--- config.mk ---
export PLATFORM = sky130hd
export DESIGN_NAME = sesub_ctrl
export DESIGN_NICKNAME = d
export VERILOG_FILES = /design/src/sesub_pkg.sv /design/src/sesub_ctrl.sv
export SDC_FILE = /design/constraint.sdc
export NUM_CORES = 1
export LEC_CHECK = 0
export BUFFER_PORTS_ARGS = -buffer_cell sky130_fd_sc_hd__buf_2
export CAP_MARGIN = 5
export CORE_AREA = 2 2 39 41
export CTS_CLUSTER_DIAMETER = 120
export CTS_CLUSTER_SIZE = 10
export DETAILED_ROUTE_END_ITERATION = 12
export DIE_AREA = 0 0 41 43
export GPL_TIMING_DRIVEN = 0
export SYNTH_ARGS = -nofsm -noshare
export SYNTH_HDL_FRONTEND = slang
export SYNTH_SLANG_ARGS = --single-unit
--- constraint.sdc ---
create_clock -name clk -period 1.3 [get_ports clk]
set_input_delay 0.13 -clock clk [delete_from_list [all_inputs] [get_ports clk]]
set_output_delay 0.13 -clock clk [all_outputs]
set_load 0.005 [all_outputs]
--- src/sesub_pkg.sv ---
// Shared types and constants for the segment equal subdivider.
`default_nettype none
package sesub_pkg;

  typedef enum logic [2:0] {
    ST_IDLE,
    ST_SQUARE,
    ST_SQRT,
    ST_QUOT,
    ST_STEP,
    ST_EMIT
  } state_t;

  // Controller to datapath commands
  typedef struct packed {
    logic load;      // capture the input item
    logic sq_start;  // form squared length
    logic sqrt_init;
    logic sqrt_iter;
    logic quot_init;
    logic quot_iter;
    logic step_init;
    logic step_iter;
    logic emit_load; // load first point into the output register
    logic emit_adv;  // advance to next point
    logic out_clear;
  } cmd_t;

  // Datapath to controller status
  typedef struct packed {
    logic sqrt_done;
    logic quot_done;
    logic step_done;
    logic out_busy;
    logic last_loaded;
  } stat_t;

  localparam int SqrtBits  = 34;
  localparam int LenW      = 34;
  localparam int DeltaW    = 33;

endpackage
`default_nettype wire

--- src/sesub_ctrl.sv ---
// Controller state machine for the segment equal subdivider.
`default_nettype none
module sesub_ctrl
  import sesub_pkg::*;
(
  input  wire   clk,
  input  wire   rst,
  input  wire   in_valid,
  output logic  in_stall,
  input  stat_t stat,
  output cmd_t  cmd
);

  state_t state, state_next;

  always_ff @(posedge clk) begin
    if (rst) state <= ST_IDLE;
    else     state <= state_next;
  end

  // Next state and commands
  always_comb begin
    state_next = state;
    cmd        = '0;
    in_stall   = 1'b1;
    case (state)
      ST_IDLE: begin
        in_stall = 1'b0;
        if (in_valid) begin
          cmd.load   = 1'b1;
          state_next = ST_SQUARE;
        end
      end
      ST_SQUARE: begin
        cmd.sq_start  = 1'b1;
        state_next    = ST_SQRT;
      end
      ST_SQRT: begin
        if (stat.sqrt_done) begin
          cmd.quot_init = 1'b1;
          state_next    = ST_QUOT;
        end else begin
          cmd.sqrt_iter = 1'b1;
        end
      end
      ST_QUOT: begin
        if (stat.quot_done) begin
          cmd.step_init = 1'b1;
          state_next    = ST_STEP;
        end else begin
          cmd.quot_iter = 1'b1;
        end
      end
      ST_STEP: begin
        if (stat.step_done) begin
          if (!stat.out_busy) begin
            cmd.emit_load = 1'b1;
            state_next    = ST_EMIT;
          end
        end else begin
          cmd.step_iter = 1'b1;
        end
      end
      ST_EMIT: begin
        if (!stat.out_busy) begin
          if (stat.last_loaded) state_next = ST_IDLE;
          else cmd.emit_adv = 1'b1;
        end
      end
      default: state_next = ST_IDLE;
    endcase
  end

endmodule
`default_nettype wire

==> impl_results.html <==
<table>
<tr><th>Metric</th><th>Value</th></tr>
<tr><th colspan="2">Outcome</th></tr>
<tr><td>Outcome</td><td>finished, final reports clean</td></tr>
<tr><th colspan="2">Routing</th></tr>
<tr><td>DRC violation count after routing</td><td>0</td></tr>
<tr><td>Routed WL</td><td>764 µm</td></tr>
<tr><td>Routed WL per cell</td><td>9.92 µm</td></tr>
<tr><td>Detailed-route via count</td><td>360</td></tr>
<tr><td>Count of nets left with antenna violations after detail routing</td><td>0</td></tr>
<tr><td>Via density per instance</td><td>4.68</td></tr>
<tr><td>Detailed-router iteration count before antenna repair</td><td>4</td></tr>
<tr><td>DRC marker count from the first detailed-route iteration</td><td>9</td></tr>
<tr><th colspan="2">Global routing</th></tr>
<tr><td>Vias in the first global route</td><td>273</td></tr>
<tr><td>Overall track demand over capacity in global routing</td><td>9.62%</td></tr>
<tr><td>Number of antenna violations at the first check in global routing</td><td>0</td></tr>
<tr><td>Wire length of the first global-routing pass</td><td>1.10 mm</td></tr>
<tr><td>Remaining global-route overflow</td><td>0</td></tr>
<tr><td>Largest net degree at the start of global routing</td><td>11</td></tr>
<tr><th colspan="2">STA</th></tr>
<tr><td>Endpoints failing setup</td><td>0</td></tr>
<tr><td>Period utilisation layout</td><td>96.9%</td></tr>
<tr><td>RSZ-0062 raised after global routing</td><td>true</td></tr>
<tr><td>Period minus WS final</td><td>1.26 ns</td></tr>
<tr><td>Highest clock rate</td><td>0.794 GHz</td></tr>
<tr><td>Min Hold Slack</td><td>0.0873 ns</td></tr>
<tr><td>Setup TNS</td><td>0 ns</td></tr>
<tr><td>Worst clock skew</td><td>0.00238 ns</td></tr>
<tr><td>Final-report hold violation count</td><td>0</td></tr>
<tr><td>Pins over their slew limit</td><td>0</td></tr>
<tr><th colspan="2">Yosys</th></tr>
<tr><td>Flop and latch count out of synthesis</td><td>3</td></tr>
<tr><td>Fraction of the mapped netlist area in compound gates</td><td>14.9%</td></tr>
<tr><td>Synthesized netlist cell count</td><td>38</td></tr>
<tr><td>Mean area per synthesized cell</td><td>7.31 µm²</td></tr>
<tr><td>Main combinational cell family by area after synthesis</td><td>simple AND/OR/NAND/NOR gates</td></tr>
<tr><td>Post-synthesis mux area share</td><td>3.60%</td></tr>
<tr><td>Xor/xnor share of the synthesized area</td><td>0%</td></tr>
<tr><td>Number of different library cells in the post-synthesis netlist</td><td>20</td></tr>
<tr><td>Fraction of the yosys area taken by sequential cells</td><td>21.6%</td></tr>
<tr><td>Synth warnings</td><td>0</td></tr>
<tr><td>Area share of fa/ha/maj cells after synthesis</td><td>0%</td></tr>
<tr><td>Fraction of the mapped netlist area in simple logic gates</td><td>47.7%</td></tr>
<tr><td>Cell area after synthesis</td><td>278 µm²</td></tr>
<tr><th colspan="2">Final layout</th></tr>
<tr><td>Filler Cell Count</td><td>156</td></tr>
<tr><td>Synth-to-layout area growth</td><td>77.5%</td></tr>
<tr><td>Largest register by flop count</td><td>state</td></tr>
<tr><td>Final Util</td><td>35.6%</td></tr>
<tr><td>Number of nets in the layout</td><td>70</td></tr>
<tr><td>Number of flip-flops under the largest register name</td><td>3</td></tr>
<tr><td>N_diodes</td><td>0</td></tr>
<tr><td>Fraction of final layout cells sized beyond drive strength 1</td><td>62.3%</td></tr>
<tr><td>Biggest regs</td><td>state (3)</td></tr>
<tr><th colspan="2">Critical path</th></tr>
<tr><td>WP data required</td><td>1.46 ns</td></tr>
<tr><td>Reg2Reg Capture Point</td><td>state[0]</td></tr>
<tr><td>Largest fanout on the critical path</td><td>8</td></tr>
<tr><td>Critical path start-end classification</td><td>flop to flop</td></tr>
<tr><td>CP Capture Type</td><td>flop</td></tr>
<tr><td>Signal arrival time at the worst endpoint</td><td>1.42 ns</td></tr>
<tr><td>Capturing instance or port of the critical path</td><td>state[0]</td></tr>
<tr><td>Startpoint type of the worst setup path</td><td>flop</td></tr>
<tr><td>Launch point of the worst path</td><td>state[2]</td></tr>
<tr><td>Register-to-register setup slack</td><td>0.04 ns</td></tr>
<tr><td>Startpoint of the worst-slack reg-to-reg timing path</td><td>state[2]</td></tr>
<tr><td>Depth of the worst register-to-register path</td><td>4</td></tr>
<tr><th colspan="2">Placed design</th></tr>
<tr><td>GPL Wtd Cong</td><td>0.753</td></tr>
<tr><td>Total of buffers placed on input and output ports</td><td>17</td></tr>
<tr><td>Detailed-placement wirelength estimate</td><td>550 µm</td></tr>
<tr><th colspan="2">Clock network</th></tr>
<tr><td>Clock transition at the registers of the reported paths</td><td>0.04 ns</td></tr>
<tr><td>Clock H-tree levels</td><td>1</td></tr>
<tr><td>Deepest clock path buffer count</td><td>2</td></tr>
<tr><td>Clock tree from TritonCTS</td><td>built</td></tr>
<tr><td>TritonCTS buffer count</td><td>3</td></tr>
<tr><td>Clk_lat worst skew</td><td>0.24 ns</td></tr>
<tr><td>CTS Sinks</td><td>3</td></tr>
<tr><td>Root buf cell</td><td>clkbuf_4</td></tr>
<tr><th colspan="2">Floorplan</th></tr>
<tr><td>Core Region</td><td>1380 µm²</td></tr>
<tr><td>DIE HEIGHT</td><td>43 µm</td></tr>
<tr><td>Effective utilization at floorplan</td><td>20.1%</td></tr>
<tr><td>Die extent in x</td><td>41 µm</td></tr>
<tr><td>Number of placement rows</td><td>14</td></tr>
<tr><td>Count of pins on the block boundary</td><td>20</td></tr>
<tr><td>Die ar.</td><td>1760 µm²</td></tr>
<tr><th colspan="2">Power and ir drop</th></tr>
<tr><td>Leakage power of the design</td><td>0.238 nW</td></tr>
<tr><td>Pwr/cell area</td><td>2130 nW/µm²</td></tr>
<tr><td>Worst supply voltage drop on vdd</td><td>0.683 mV</td></tr>
<tr><th colspan="2">Hold path</th></tr>
<tr><td>Class of the tightest hold or removal check</td><td>input pin to flop</td></tr>
<tr><td>Number of stages on the worst hold path</td><td>2</td></tr>
<tr><th colspan="2">Run</th></tr>
<tr><td>Maximum capacitance violations</td><td>0</td></tr>
</table>
## cells in the mapped netlist
| cell type | number | area share [%] |
|---|---|---|
| and3_1 | 2 | 4.5 |
| buf_4 | 3 | 8.1 |
| conb_1 | 1 | 1.4 |
| inv_1 | 1 | 1.4 |
| nor2b_1 | 2 | 4.5 |
| a21oi_1 | 2 | 3.6 |
| a211oi_1 | 1 | 2.7 |
| nand3b_2 | 1 | 4.1 |
| clkbuf_1 | 1 | 1.4 |
| nor2_1 | 2 | 2.7 |
| o21ai_1 | 1 | 1.8 |
| nand2_1 | 2 | 2.7 |
| nor3b_1 | 4 | 11 |
| nor3_1 | 4 | 7.2 |
| mux2i_1 | 1 | 3.6 |
| nand2b_1 | 2 | 4.5 |
| a211o_1 | 1 | 3.2 |
| a32o_1 | 1 | 3.6 |
| dfxtp_1 | 3 | 22 |
| nor4_1 | 3 | 6.8 |
## power by group
group,total [mW],switching [mW],internal [mW]
logic,0.637,0.314,0.323
registers,0.249,0.0912,0.158
clock network,0.166,0.0511,0.115
## per-layer routing
metal | vias up | part of all wire (%) | wire (µm) | GRT usage (%)
li1 | 182 | - | - | -
met1 | 160 | 44 | 333 | 12.1
met2 | 18 | 47 | 357 | 12.5
met3 | 0 | 9.6 | 73 | 6.28
met4 | 0 | 0 | 0 | 4.00
met5 | - | 0 | 0 | 0
## per-stage QoR
step	setup slack, ns	cell area [µm²]	instances	power (mW)
2_1_floorplan	0.0615	282	39	0.540
3_3_place_gp	-0.0259	387	72	0.698
3_5_place_dp	-0.0242	387	72	0.699
4_1_cts	-0.0172	427	76	0.921
5_1_grt	-0.0118	493	77	1.17
6_report	0.0405	493	77	1.05
## critical path: stages, from the launching register on
cell,delay [ns]
dfxtp_4,0.38
nand2b_1,0.17
a32o_2,0.30
a211o_1,0.24
a21oi_2,0.11
## timing repair
action	in CTS	in global routing
endpoints found under the hold margin	0	0
resized for setup	8	14
pin swaps	3	0
endpoints found under the setup margin	9	7
hold buffers	0	0
setup buffers	0	1
## layout by cell type (no fill, tap or decap), types with 2 or more instances in the layout
| cell | n |
|---|---|
| nor3_1 | 3 |
| nor4_1 | 2 |
| and3_1 | 2 |
| conb_1 | 2 |
| clkbuf_4 | 3 |
| nor3b_2 | 2 |
| dfxtp_4 | 2 |
| nor3b_1 | 2 |
| nor2_1 | 2 |
| buf_4 | 4 |
| buf_2 | 17 |
## cell type report
type / count / area [µm²] / share of cell area (%)
multi-input cells: 31 / 244 / 49.5
inverters: 1 / 8.76 / 1.78
well taps: 16 / 20.0 / 4.06
plain buffers: 4 / 33.8 / 6.85
repair buffers: 18 / 92.6 / 18.8
clock buffers: 4 / 26.3 / 5.33
flip-flops and latches: 3 / 67.6 / 13.7
## kinds of logic after synthesis
family / count (synthesis)
AO/OA/AOI/OAI: 6
buffers and inverters: 5
flip-flops: 3
multiplexers: 1
other: 1
AND/OR/NAND/NOR: 22
## how the worst min path moves through the flow
stage	startpoint	endpoint	slack (ns)
finish	rst	state[0]	0.09
global route	rst	state[0]	0.07
CTS	rst	state[0]	0.08
detailed placement	rst	state[2]	0.35
global placement	rst	state[0]	0.34
floorplan	rst	state[0]	0.20
(Power assumes the default switching activity.)
